`src/lphi_pkg.sv`:
```
// Package for the linear-probing hash insert block.
// Holds field widths, action and status codes and the stored record type.
// No dependencies.
`default_nettype none

package lphi_pkg;

  // Fixed field widths of the stream payloads
  localparam int KEY_W   = 16;
  localparam int NAME_W  = 32;
  localparam int GRADE_W = 8;
  localparam int SLOT_W  = 4;
  localparam int STAT_W  = 2;

  // Action codes (in_tuser)
  localparam logic ACT_INSERT = 1'b0;
  localparam logic ACT_READ   = 1'b1;

  // Result status codes (out_tuser)
  localparam logic [STAT_W-1:0] ST_INSERTED = 2'd0;
  localparam logic [STAT_W-1:0] ST_FULL     = 2'd1;
  localparam logic [STAT_W-1:0] ST_READ     = 2'd2;

  // One stored record, key in the low bits
  typedef struct packed {
    logic [GRADE_W-1:0] grade;
    logic [NAME_W-1:0]  name;
    logic [KEY_W-1:0]   key;
  } record_t;

  localparam int REC_W = KEY_W + NAME_W + GRADE_W;

endpackage

`default_nettype wire

```
`src/lphi_mod.sv`:
```
// Remainder unit: key modulo TABLE_SIZE by reciprocal multiplication.
// Pipeline: load key, quotient from reciprocal product, remainder.
// Depends on lphi_pkg.
`default_nettype none

module lphi_mod #(
  parameter int TABLE_SIZE = 16
) (
  input  wire logic                          clk,
  input  wire logic                          rst_n,
  input  wire logic                          start,
  input  wire logic [lphi_pkg::KEY_W-1:0]    dividend,
  output logic                               done,
  output logic [$clog2(TABLE_SIZE)-1:0]      rem
);

  localparam int KW    = lphi_pkg::KEY_W;
  localparam int IDX_W = $clog2(TABLE_SIZE);
  localparam int SHIFT = KW + IDX_W;
  localparam int MW    = KW + 1;
  localparam int PW    = KW + MW;
  localparam int NW    = IDX_W + 1;
  localparam int BW    = KW + NW;
  // ceil(2^SHIFT / TABLE_SIZE): exact quotient for every KW-bit key
  localparam longint unsigned RECIP =
    ((64'd1 << SHIFT) + 64'(TABLE_SIZE) - 64'd1) / 64'(TABLE_SIZE);
  localparam logic [MW-1:0] RECIP_M = MW'(RECIP);
  localparam logic [NW-1:0] DIVISOR = NW'(TABLE_SIZE);

  logic              ld_r, ld_nxt;
  logic              quo_vld_r, quo_vld_nxt;
  logic              done_r, done_nxt;
  logic [KW-1:0]     key_r, key_nxt;
  logic [KW-1:0]     quo_r, quo_nxt;
  logic [IDX_W-1:0]  rem_r, rem_nxt;
  logic [PW-1:0]     product;
  logic [BW-1:0]     back_mul;
  logic [BW-1:0]     diff;

  // Quotient estimate and remainder from the registered quotient
  assign product  = PW'(key_r) * PW'(RECIP_M);
  assign back_mul = BW'(quo_r) * BW'(DIVISOR);
  assign diff     = BW'(key_r) - back_mul;

  always_comb begin
    ld_nxt      = 1'b0;
    quo_vld_nxt = 1'b0;
    done_nxt    = 1'b0;
    key_nxt     = key_r;
    quo_nxt     = quo_r;
    rem_nxt     = rem_r;
    if (start) begin
      key_nxt = dividend;
      ld_nxt  = 1'b1;
    end
    if (ld_r) begin
      quo_nxt     = KW'(product >> SHIFT);
      quo_vld_nxt = 1'b1;
    end
    if (quo_vld_r) begin
      rem_nxt  = IDX_W'(diff);
      done_nxt = 1'b1;
    end
  end

  always_ff @(posedge clk) begin
    if (!rst_n) begin
      ld_r      <= 1'b0;
      quo_vld_r <= 1'b0;
      done_r    <= 1'b0;
    end else begin
      ld_r      <= ld_nxt;
      quo_vld_r <= quo_vld_nxt;
      done_r    <= done_nxt;
    end
    key_r <= key_nxt;
    quo_r <= quo_nxt;
    rem_r <= rem_nxt;
  end

  assign done = done_r;
  assign rem  = rem_r;

endmodule

`default_nettype wire

```
`src/lphi_mem.sv`:
```
// Record store: one write port, one read port with registered read data.
// Each entry keeps a record and the home slot it hashed to.
// Depends on lphi_pkg.
`default_nettype none

module lphi_mem #(
  parameter int DEPTH = 16,
  parameter int AW    = 4
) (
  input  wire logic                   clk,
  input  wire logic                   we,
  input  wire logic [AW-1:0]          waddr,
  input  wire lphi_pkg::record_t      wrec,
  input  wire logic [AW-1:0]          whome,
  input  wire logic [AW-1:0]          raddr,
  output lphi_pkg::record_t           rrec,
  output logic [AW-1:0]               rhome
);

  localparam int EW = lphi_pkg::REC_W + AW;

  logic [EW-1:0] mem [DEPTH];
  logic [EW-1:0] rd_r;

  // Write port
  always_ff @(posedge clk) begin
    if (we) begin
      mem[waddr] <= {whome, wrec};
    end
  end

  // Registered read port
  always_ff @(posedge clk) begin
    rd_r <= mem[raddr];
  end

  assign rrec  = lphi_pkg::record_t'(rd_r[lphi_pkg::REC_W-1:0]);
  assign rhome = rd_r[EW-1:lphi_pkg::REC_W];

endmodule

`default_nettype wire

```
`src/linear_probe_hash_insert.sv`:
```
// Linear-probing hash table with insert and slot read over a stream port.
// Top level: sequencer, valid bits, fill count and output register.
// Depends on lphi_pkg, lphi_mod and lphi_mem.
//
// The block takes one beat at a time and holds in_tready low until that
// beat's result is in the output register. An insert hashes the key to its
// home slot (record_key mod TABLE_SIZE; a plain bit-select when the size is
// a power of two, otherwise a reciprocal-multiply remainder unit), then
// probes one slot per cycle from home, wrapping, to the first free slot.
// An insert passes through S_MOD when the size is not a power of two, then
// S_HOME, S_HCHK when replace mode checks the home entry, S_PROBE and
// S_DONE; a read passes through S_RDDATA and S_DONE, a full-table insert
// goes straight to S_DONE. The result waits in S_DONE while the output
// register is full and its beat is not yet taken.
// With replace_mode set, a home slot held by a record from another home is
// given to the new record and the old one is re-probed onward; since a full
// table is refused first, the re-probe always finds room. Valid bits clear
// at reset, so the table is usable on the first cycle after reset.
`default_nettype none

module linear_probe_hash_insert #(
  parameter int TABLE_SIZE = 16,
  parameter int KEY_BITS   = 16
) (
  input  wire logic        clk,
  input  wire logic        rst_n,
  // configuration: replace_mode
  input  wire logic        cfg_wr_en,
  input  wire logic        cfg_wr_data,
  // input beats
  input  wire logic        in_tvalid,
  output logic             in_tready,
  input  wire logic [63:0] in_tdata,  // record_key, name_word, grade_code, read_slot
  input  wire logic [0:0]  in_tuser,  // action
  // result beats
  output logic             out_tvalid,
  input  wire logic        out_tready,
  output logic [71:0]      out_tdata, // placed_slot, moved_flag, moved_slot, slot_valid,
                                      // slot_key, slot_name, slot_grade
  output logic [1:0]       out_tuser  // status
);

  localparam int KW      = lphi_pkg::KEY_W;
  localparam int SW      = lphi_pkg::SLOT_W;
  localparam int IDX_W   = $clog2(TABLE_SIZE);
  localparam int UW      = $clog2(TABLE_SIZE + 1);
  localparam int KEY_EFF = (KEY_BITS < KW) ? KEY_BITS : KW;
  localparam logic [KW-1:0] KEY_MASK = KW'((32'd1 << KEY_EFF) - 32'd1);
  localparam bit IS_POW2 = ((TABLE_SIZE & (TABLE_SIZE - 1)) == 0);

  // Sequencer states
  localparam logic [2:0] S_IDLE   = 3'd0;
  localparam logic [2:0] S_MOD    = 3'd1;
  localparam logic [2:0] S_HOME   = 3'd2;
  localparam logic [2:0] S_HCHK   = 3'd3;
  localparam logic [2:0] S_PROBE  = 3'd4;
  localparam logic [2:0] S_RDDATA = 3'd5;
  localparam logic [2:0] S_DONE   = 3'd6;

  // Input fields
  logic                 in_action;
  logic [KW-1:0]        in_key;
  lphi_pkg::record_t    in_rec;
  logic [SW-1:0]        in_slot;
  logic                 in_acc;

  assign in_action   = in_tuser[0];
  assign in_key      = in_tdata[15:0] & KEY_MASK;
  assign in_rec.key  = in_key;
  assign in_rec.name = in_tdata[47:16];
  assign in_rec.grade = in_tdata[55:48];
  assign in_slot     = in_tdata[59:56];
  assign in_acc      = in_tvalid && in_tready;

  // Control state
  logic [2:0]             state_r, state_nxt;
  logic [TABLE_SIZE-1:0]  valid_r, valid_nxt;
  logic [UW-1:0]          used_r, used_nxt;
  logic                   replace_r;
  logic                   out_valid_r, out_valid_nxt;

  // Working registers
  logic [IDX_W-1:0]       home_r, home_nxt;
  logic [IDX_W-1:0]       idx_r, idx_nxt;
  lphi_pkg::record_t      pend_rec_r, pend_rec_nxt;
  logic [IDX_W-1:0]       pend_home_r, pend_home_nxt;

  // Pending result
  logic [1:0]             res_status_r, res_status_nxt;
  logic [SW-1:0]          res_placed_r, res_placed_nxt;
  logic                   res_moved_r, res_moved_nxt;
  logic [SW-1:0]          res_mslot_r, res_mslot_nxt;
  logic                   res_valid_r, res_valid_nxt;
  lphi_pkg::record_t      res_rec_r, res_rec_nxt;

  // Output register
  logic [71:0]            out_tdata_r, out_tdata_nxt;
  logic [1:0]             out_tuser_r, out_tuser_nxt;

  // Remainder unit and store connections
  logic                   mod_start;
  logic                   mod_done;
  logic [IDX_W-1:0]       mod_rem;
  logic                   mem_we;
  logic [IDX_W-1:0]       mem_waddr;
  logic [IDX_W-1:0]       mem_raddr;
  lphi_pkg::record_t      mem_rrec;
  logic [IDX_W-1:0]       mem_rhome;

  logic                   rd_in_range;
  logic                   probe_free;
  logic                   misplaced;
  logic                   out_free;

  assign in_tready   = (state_r == S_IDLE);
  assign rd_in_range = (9'(in_slot) < 9'(TABLE_SIZE));
  assign probe_free  = !valid_r[idx_r];
  assign misplaced   = (mem_rhome != home_r);
  assign out_free    = !out_valid_r || out_tready;

  assign mod_start = in_acc && (in_action == lphi_pkg::ACT_INSERT) &&
                     (used_r != UW'(TABLE_SIZE)) && !IS_POW2;

  lphi_mod #(
    .TABLE_SIZE (TABLE_SIZE)
  ) u_mod (
    .clk      (clk),
    .rst_n    (rst_n),
    .start    (mod_start),
    .dividend (in_key),
    .done     (mod_done),
    .rem      (mod_rem)
  );

  // Store port selection
  assign mem_we    = ((state_r == S_HCHK) && misplaced) ||
                     ((state_r == S_PROBE) && probe_free);
  assign mem_waddr = (state_r == S_HCHK) ? home_r : idx_r;
  assign mem_raddr = (state_r == S_IDLE) ? IDX_W'(in_slot) : home_r;

  lphi_mem #(
    .DEPTH (TABLE_SIZE),
    .AW    (IDX_W)
  ) u_mem (
    .clk   (clk),
    .we    (mem_we),
    .waddr (mem_waddr),
    .wrec  (pend_rec_r),
    .whome (pend_home_r),
    .raddr (mem_raddr),
    .rrec  (mem_rrec),
    .rhome (mem_rhome)
  );

  // Sequencer
  always_comb begin
    state_nxt      = state_r;
    valid_nxt      = valid_r;
    used_nxt       = used_r;
    out_valid_nxt  = out_valid_r;
    home_nxt       = home_r;
    idx_nxt        = idx_r;
    pend_rec_nxt   = pend_rec_r;
    pend_home_nxt  = pend_home_r;
    res_status_nxt = res_status_r;
    res_placed_nxt = res_placed_r;
    res_moved_nxt  = res_moved_r;
    res_mslot_nxt  = res_mslot_r;
    res_valid_nxt  = res_valid_r;
    res_rec_nxt    = res_rec_r;
    out_tdata_nxt  = out_tdata_r;
    out_tuser_nxt  = out_tuser_r;

    // output beat taken
    if (out_valid_r && out_tready) begin
      out_valid_nxt = 1'b0;
    end

    case (state_r)
      S_IDLE: begin
        if (in_acc) begin
          res_placed_nxt = '0;
          res_moved_nxt  = 1'b0;
          res_mslot_nxt  = '0;
          res_valid_nxt  = 1'b0;
          res_rec_nxt    = '0;
          pend_rec_nxt   = in_rec;
          if (in_action == lphi_pkg::ACT_READ) begin
            res_status_nxt = lphi_pkg::ST_READ;
            res_valid_nxt  = rd_in_range && valid_r[IDX_W'(in_slot)];
            state_nxt      = S_RDDATA;
          end else if (used_r == UW'(TABLE_SIZE)) begin
            res_status_nxt = lphi_pkg::ST_FULL;
            state_nxt      = S_DONE;
          end else begin
            res_status_nxt = lphi_pkg::ST_INSERTED;
            if (IS_POW2) begin
              home_nxt  = IDX_W'(in_key);
              state_nxt = S_HOME;
            end else begin
              state_nxt = S_MOD;
            end
          end
        end
      end
      S_MOD: begin
        if (mod_done) begin
          home_nxt  = mod_rem;
          state_nxt = S_HOME;
        end
      end
      S_HOME: begin
        pend_home_nxt = home_r;
        idx_nxt       = home_r;
        if (replace_r && valid_r[home_r]) begin
          state_nxt = S_HCHK;
        end else begin
          state_nxt = S_PROBE;
        end
      end
      S_HCHK: begin
        // home entry belongs elsewhere: new record takes it, old one re-probes
        if (misplaced) begin
          pend_rec_nxt   = mem_rrec;
          pend_home_nxt  = mem_rhome;
          res_moved_nxt  = 1'b1;
          res_placed_nxt = SW'(home_r);
        end
        state_nxt = S_PROBE;
      end
      S_PROBE: begin
        if (probe_free) begin
          valid_nxt[idx_r] = 1'b1;
          used_nxt         = used_r + UW'(1);
          if (res_moved_r) begin
            res_mslot_nxt = SW'(idx_r);
          end else begin
            res_placed_nxt = SW'(idx_r);
          end
          state_nxt = S_DONE;
        end else if (idx_r == IDX_W'(TABLE_SIZE - 1)) begin
          idx_nxt = '0;
        end else begin
          idx_nxt = idx_r + IDX_W'(1);
        end
      end
      S_RDDATA: begin
        res_rec_nxt = res_valid_r ? mem_rrec : '0;
        state_nxt   = S_DONE;
      end
      S_DONE: begin
        if (out_free) begin
          out_valid_nxt = 1'b1;
          out_tuser_nxt = res_status_r;
          out_tdata_nxt = {6'b0, res_rec_r.grade, res_rec_r.name, res_rec_r.key,
                           res_valid_r, res_mslot_r, res_moved_r, res_placed_r};
          state_nxt     = S_IDLE;
        end
      end
      default: begin
        state_nxt = S_IDLE;
      end
    endcase
  end

  // Registers
  always_ff @(posedge clk) begin
    if (!rst_n) begin
      state_r     <= S_IDLE;
      valid_r     <= '0;
      used_r      <= '0;
      replace_r   <= 1'b0;
      out_valid_r <= 1'b0;
    end else begin
      state_r     <= state_nxt;
      valid_r     <= valid_nxt;
      used_r      <= used_nxt;
      out_valid_r <= out_valid_nxt;
      if (cfg_wr_en) begin
        replace_r <= cfg_wr_data;
      end
    end
    home_r       <= home_nxt;
    idx_r        <= idx_nxt;
    pend_rec_r   <= pend_rec_nxt;
    pend_home_r  <= pend_home_nxt;
    res_status_r <= res_status_nxt;
    res_placed_r <= res_placed_nxt;
    res_moved_r  <= res_moved_nxt;
    res_mslot_r  <= res_mslot_nxt;
    res_valid_r  <= res_valid_nxt;
    res_rec_r    <= res_rec_nxt;
    out_tdata_r  <= out_tdata_nxt;
    out_tuser_r  <= out_tuser_nxt;
  end

  assign out_tvalid = out_valid_r;
  assign out_tdata  = out_tdata_r;
  assign out_tuser  = out_tuser_r;

endmodule

`default_nettype wire
```
`config.mk`:
```
export PLATFORM = sky130hd
export DESIGN_NAME = linear_probe_hash_insert
export DESIGN_NICKNAME = d
export VERILOG_FILES = /design/src/lphi_pkg.sv /design/src/lphi_mod.sv /design/src/lphi_mem.sv /design/src/linear_probe_hash_insert.sv
export SDC_FILE = /design/constraint.sdc
export NUM_CORES = 2
export LEC_CHECK = 0
export BUFFER_PORTS_ARGS = -buffer_cell sky130_fd_sc_hd__buf_2
export CORE_MARGIN = 2
export CORE_UTILIZATION = 50
export DETAILED_ROUTE_END_ITERATION = 6
export GPL_ROUTABILITY_DRIVEN = 0
export PLACE_DENSITY_LB_ADDON = 0.2
export SLEW_MARGIN = 20
export SYNTH_ARGS = -nofsm -noshare
export SYNTH_HDL_FRONTEND = slang
export SYNTH_SLANG_ARGS = --single-unit
```
`constraint.sdc`:
```
create_clock -name clk -period 7.86 [get_ports clk]
set_input_delay 0.393 -clock clk [delete_from_list [all_inputs] [get_ports clk]]
set_output_delay 0.393 -clock clk [all_outputs]
set_load 0.005 [all_outputs]
```
== Word level (Yosys, flattened, before mapping) ==
Memory sizes are Yosys's and may differ from the RTL's. A register that Yosys moved wholly into a read port is not among the register bits.
Cells that the tools add are included.

* Reductions and logical operators: 29
* Eq/ne operators: 18
* Add/sub/neg operators: 2
* Order comparisons: 4
* Muxes and demuxes: 49
* Bitwise operators: 3

{| class="wikitable"
|+ Operators with widths
! cell !! number
|-
| 56-bit 2-to-1 mux || 4
|-
| 56-bit one-hot mux with 2 select lines || 2
|-
| 4-bit 2-to-1 mux || 15
|-
| 4-bit one-hot mux with 2 select lines || 3
|-
| 3-bit one-hot mux with 7 select lines || 1
|-
| 3-bit 2-to-1 mux || 6
|-
| 2-bit inequality test (second input constant) || 8
|-
| 16-bit bitwise OR || 1
|-
| 4-bit by 5-bit < comparator with 1-bit output (second input constant) || 3
|-
| 1-bit binary-select mux with 4-bit select || 3
|-
| 1-bit 2-to-1 mux || 12
|-
| 4-bit one-hot mux with 3 select lines || 1
|-
| 2-bit AND reduction || 6
|-
| 2-bit nonzero test || 6
|-
| 5-bit AND reduction || 2
|-
| 3-bit equality test (second input constant) || 3
|-
| 4-bit AND reduction || 2
|-
| 3-bit by 2-bit equality test with 1-bit output (second input constant) || 2
|-
| 1-bit logical AND || 6
|-
| 5-bit by 1-bit adder with 5-bit output (second input constant) || 1
|-
| 5-bit equality test (second input constant) || 1
|-
| 4-bit by 1-bit adder with 4-bit output (second input constant) || 1
|-
| 1-bit demux with 4-bit select || 1
|-
| 4-bit equality test (second input constant) || 1
|-
| other kinds (11) || 14
|}

* RAM bits: 960
* Flip-flop bits (word level): 230
* Input bits: 71
* Memories: 1

{| class="wikitable"
|+ Memory list
! memory !! words !! width !! rd ports !! clocked after Yosys merged registers in !! wr ports !! RTL line !! text
|-
| u_mem.mem || 16 || 60 || 1 || 1 || 1 || lphi_mem.sv:22 || <nowiki>logic [EW-1:0] mem [DEPTH];</nowiki>
|}

== Logic depth before layout (Yosys ltp) ==
* Depth after elaboration: 7
* Gate-level depth with buffers: 8
* Mapped depth without buffers: 7

== Hierarchy ==
From an unflattened synthesis, not the netlist that was laid out.

* Cell total of the unflattened synthesis: 2291
* Area, all modules: 46870.0 sq um

{| class="wikitable"
|+ By module, submodules not included
! module !! instances !! seq. area each (sq um) !! cells each !! area an instance (sq um)
|-
| lphi_mem || 1 || 30028.8 || 1548 || 37106.8
|-
| linear_probe_hash_insert || 1 || 6646.4 || 729 || 9444.1
|-
| lphi_mod || 1 || 300.3 || 14 || 319.1
|}

== Least setup slack after synthesis ==
No wires, ideal clock.

* Path kind: flip-flop to flip-flop
* Start point: register idx_r[1]
* End point: memory u_mem.mem[7][0] (netlist name), enable pin
* Cell stages (with the launch flop): 9
* Setup time: 0.478 ns
* Clock period less this slack: 4.849 ns
* Buffers on the path: 3
* Arrival: 4.370 ns
* Slack: 3.011 ns
* Path through: edfxtp_1 > buf_2 > buf_2 > mux2i_1 > a22oi_1 > a21oi_1 > clkbuf_1 > o31ai_1 > nor2_1

* Cells in the longest elaborated chain, start to end: 7

{| class="wikitable"
|+ Ends and longest elaborated chain
! element !! RTL line !! text
|-
| from (decl) || linear_probe_hash_insert.sv:84 || <nowiki>logic [IDX_W-1:0] idx_r, idx_nxt;</nowiki>
|-
| from (signal assigned) || linear_probe_hash_insert.sv:284 || <nowiki>idx_r <= idx_nxt;</nowiki>
|-
| 1-bit binary-select mux with 4-bit select || linear_probe_hash_insert.sv:117 || <nowiki>assign probe_free = !valid_r[idx_r];</nowiki>
|-
| 1-bit 2-to-1 mux (not written as such) || linear_probe_hash_insert.sv:117 ||
|-
| 1-bit zero test || linear_probe_hash_insert.sv:117 ||
|-
| 1-bit logical AND || linear_probe_hash_insert.sv:137 || <nowiki>((state_r == S_PROBE) && probe_free);</nowiki>
|-
| 1-bit logical OR || linear_probe_hash_insert.sv:136 || <nowiki>assign mem_we = ((state_r == S_HCHK) && misplaced) ||</nowiki>
|-
| 1-bit 2-to-1 mux || lphi_mem.sv:27 || <nowiki>if (we) begin</nowiki>
|-
| 1-bit 2-to-1 mux (not written as such) || lphi_mem.sv:28 || <nowiki>mem[waddr] <= {whome, wrec};</nowiki>
|-
| to (decl) || lphi_mem.sv:22 ||
|}

Parallel ways exist; a longest one is shown, timed or not. The select of a mux whose other input is x is not followed.

== Final worst setup path ==
* Start point: register state_r[2]
* End point: memory u_mem.mem[2][38] (netlist name), enable pin

* Cells in the longest elaborated chain, start to end: 5

{| class="wikitable"
|+ Ends and longest elaborated chain
! element !! RTL line !! text
|-
| from (decl) || linear_probe_hash_insert.sv:76 || <nowiki>logic [2:0] state_r, state_nxt;</nowiki>
|-
| from (signal assigned) || linear_probe_hash_insert.sv:275 || <nowiki>state_r <= state_nxt;</nowiki>
|-
| 3-bit by 2-bit equality test with 1-bit output / 3-bit equality test (equally long branches) || linear_probe_hash_insert.sv:136, linear_probe_hash_insert.sv:138, linear_probe_hash_insert.sv:137 ||
|-
| 1-bit logical AND, on equally long branches || linear_probe_hash_insert.sv:136, linear_probe_hash_insert.sv:137 ||
|-
| 1-bit logical OR || linear_probe_hash_insert.sv:136 ||
|-
| 1-bit 2-to-1 mux || lphi_mem.sv:27 ||
|-
| 1-bit 2-to-1 mux (not written as such) || lphi_mem.sv:28 ||
|}

Parallel ways exist; a longest one is shown, timed or not.

==> flow_summary.yaml <==
floorplan:
  dieWidth_um: 309
  num_rows: 111
  die_area_sq_um: 95200
  die_y_um: 309
  io_pins: 147
  core_sq_um: 91800
  start_util_pct: 50.5
worst_setup_path:
  critPathMaxFanout: 40
  cp_slowest_cell: "clkinv_2"
  cp.arrival_ps: 5170
  path_cells: "nand3b_1, buf_4, clkinv_2, nor3_1, o32ai_1, buf_4, nor2_4, buf_4"
  crit_required_ps: 8170
  cp_num_buf_inv: 4
  end_kind: "flip-flop"
  cpMostUsedCell: "buf_4"
  path_delay_family: "buffers and inverters"
  crit_type: "reg2reg"
  crit_path_start_kind: "flip-flop"
  max_stage_delay_ps: 800
global_routing:
  grt_max_degree: 165
  grt_first_pass_wirelength_mm: 150
  antenna_found_initial: 1
  first_global_vias: 23099
  grt_overflow: 0
  grt_usage_pct: 21.7
clock_network:
  clkSinkCount: 1250
  cts_setup_buffers: 0
  htree_levels: 3
  cts_root_buf: "clkbuf_16"
  cts_tree: "done"
  clock_path_buffers: 3
  clk_latency_ps: 700
  numCtsBuffers: 121
  path_clk_slew_ps: 60
synthesis:
  yosys_warnings: 0
  ys.flop_type: "edfxtp_1"
  synth_top_area_share_pct: 75.3
  synthArstFlopShare_pct: 0
  synth-seq-area-share_pct: 79.1
  yosys.area.top_type: "edfxtp_1"
  avgSynthCellArea_sq_um: 20.4
  synth_most_common_cell: "edfxtp_1"
  synth_enable_flop_cells: 1164
  syn-cell-area_sq_um: 46400
  ys_types: 44
  synth_seq_cells: 1250
  synthCells: 2279
  yosys-top-cells-count: "edfxtp_1, nand2_1, mux4_2"
  synthTopCellsByArea: "edfxtp_1, mux4_2, dfxtp_1, nand2_1, a22oi_1"
drt:
  vias: 22478
  drc: 0
  first_pass_iters: 5
  ant_nets: 0
  wl_per_cell_um: 26.5
  drtIter0Drc: 2464
  vias_per_cell: 5.82
  drt-total-wl_mm: 102
pwr:
  switching_power_w: 0.00556
  ir_drop_uv: 382
  comb_power_share_pct: 22.1
  p_per_area_nw_per_um2: 363
  swShare_pct: 28.8
  seqPwrFrac_pct: 48.2
  p_int_w: 0.0138
  power.share.clock_pct: 29.7
  p_leak_nw: 17.6
timing:
  fmax_mhz: 206
  min_period_ps: 4860
  hold_viol: 0
  slew_violations: 0
  rsz0062_at_grt: "false"
  hold-worst-slack_ps: 27.2
  fin_crit_sh_pct: 61.8
  setup_viol: 0
  worstMarginPinSlew_ps: 1080
  relSlewSlack_pct: 27.8
  clock-skew-final_ps: 30.2
  fin_setup_tns_ps: 0
job:
  drv_cap: 0
placement:
  dp.final_hpwl_mm: 52.5
  io_buffers: 136
cells_and_area:
  finalNetCount: 2587
  insertedDiodeCount: 0
  syn_to_final_growth_pct: 14.6
  layout-drive-gt1-share_pct: 24.9
outcome:
  status: "finished, final reports clean"
hold_path:
  hp-class: "in2reg"
==> power by group through the flow <==
stage          clock, W  sequential, W  combinational [W]
2_1_floorplan         0        0.00914            0.00309
3_3_place_gp          0        0.00935            0.00429
3_5_place_dp          0        0.00943            0.00432
4_1_cts         0.00583        0.00930            0.00436
5_1_grt         0.00610        0.00941            0.00462
6_report        0.00574        0.00930            0.00427
==> cell families (layout without fill, tap and decap cells) <==
family	count (synthesis)	in the layout	synth area share [%]
flip-flops	1250	1250	79.1
AND/OR/NAND/NOR	418	418	3.95
multiplexers	271	271	12.6
AO/OA/AOI/OAI	193	193	2.95
buffers and inverters	135	469	1.22
adder cells (fa/ha/maj)	6	6	0.162
XOR/XNOR	5	5	0.0944
other	1	6	0.00808
==> area by class of cell <==
type | count | area, sq um
Inverter | 12 | 46.3
Multi-Input combinational cell | 899 | 9380
Clock inverter | 67 | 618
Fill cell | 6711 | 38700
Timing Repair Buffer | 226 | 1510
Sequential cell | 1250 | 36700
Tap cell | 1243 | 1560
Clock buffer | 164 | 3360
==> sequential cells by signal, indices dropped and copies added (netlist names), 5 cells and up <==
| register | flops |
|---|---|
| res_rec_r | 56 |
| out_tdata | 66 |
| pend_rec_r | 56 |
| used_r | 5 |
| u_mem.mem | 960 |
| valid_r | 16 |
| u_mem.rd_r | 60 |
==> stage by stage <==
stage / cells / total power, W / instance area, sq um / worst slack (ps) / utilization, %
floorplan: 2284 / 0.0122 / 46400 / 3010 / -
global placement: 3589 / 0.0136 / 48700 / 3010 / 53.1
detailed placement: 3590 / 0.0138 / 48800 / 2950 / 53.1
CTS: 3861 / 0.0195 / 53100 / 2930 / 57.9
global route: 3861 / 0.0201 / 53100 / 2720 / 57.9
finish: 3861 / 0.0193 / 53100 / 3000 / 57.9
==> worst paths after layout <==
kind	endpoint	slack (ps)	start	depth (start not counted)
max reg2reg	u_mem.mem[2][38]	3000	state_r[2]	8
max	u_mem.mem[2][38]	3000	state_r[2]	8
min	pend_rec_r[48]	30	in_tdata[48]	3
min reg2reg	out_tdata[40]	400	res_rec_r[30]	0
==> metal layers <==
layer | wire, um | vias up | GRT usage (%)
met4 | 2020 | 0 | 5.48
met5 | 0 | - | 0
met1 | 44000 | 11905 | 31.1
li1 | - | 9652 | -
met3 | 5820 | 153 | 3.17
met2 | 50500 | 768 | 35.7
==> worst register-to-register path: stages (launching register included) <==
cell	delay, ps
dfxtp_1	600
nand3b_1	180
buf_4	550
clkinv_2	820
nor3_1	410
o32ai_1	140
buf_4	220
nor2_4	750
buf_4	780
==> cell usage in the layout (no fill, tap or decap), types with 3 or more instances in the layout <==
cell type,instances
a21o_1,4
clkinv_1,21
bufinv_16,10
clkinv_2,25
dfxtp_1,86
xnor2_1,4
nor2_1,36
mux2i_1,18
dlygate4sd3_1,40
a22oi_1,123
clkinvlp_4,4
ha_1,6
o21ai_0,11
mux4_2,249
and2_1,63
inv_1,11
conb_1,6
clkbuf_1,27
nor3_1,13
inv_6,4
a211oi_1,3
nand3_1,7
buf_4,46
clkbuf_16,122
buf_2,136
a22o_1,3
o32ai_1,3
a31oi_1,8
o31ai_1,4
buf_12,3
nand2_1,253
nor2b_1,7
edfxtp_1,1164
nand2b_1,8
clkbuf_8,15
a21oi_1,22
nor2_4,20
==> timing repair <==
action,CTS,global route
hold buffers,40,0
resized for setup,0,0
endpoints found under the hold margin,40,0
Power figures use the tool's default switching activity.
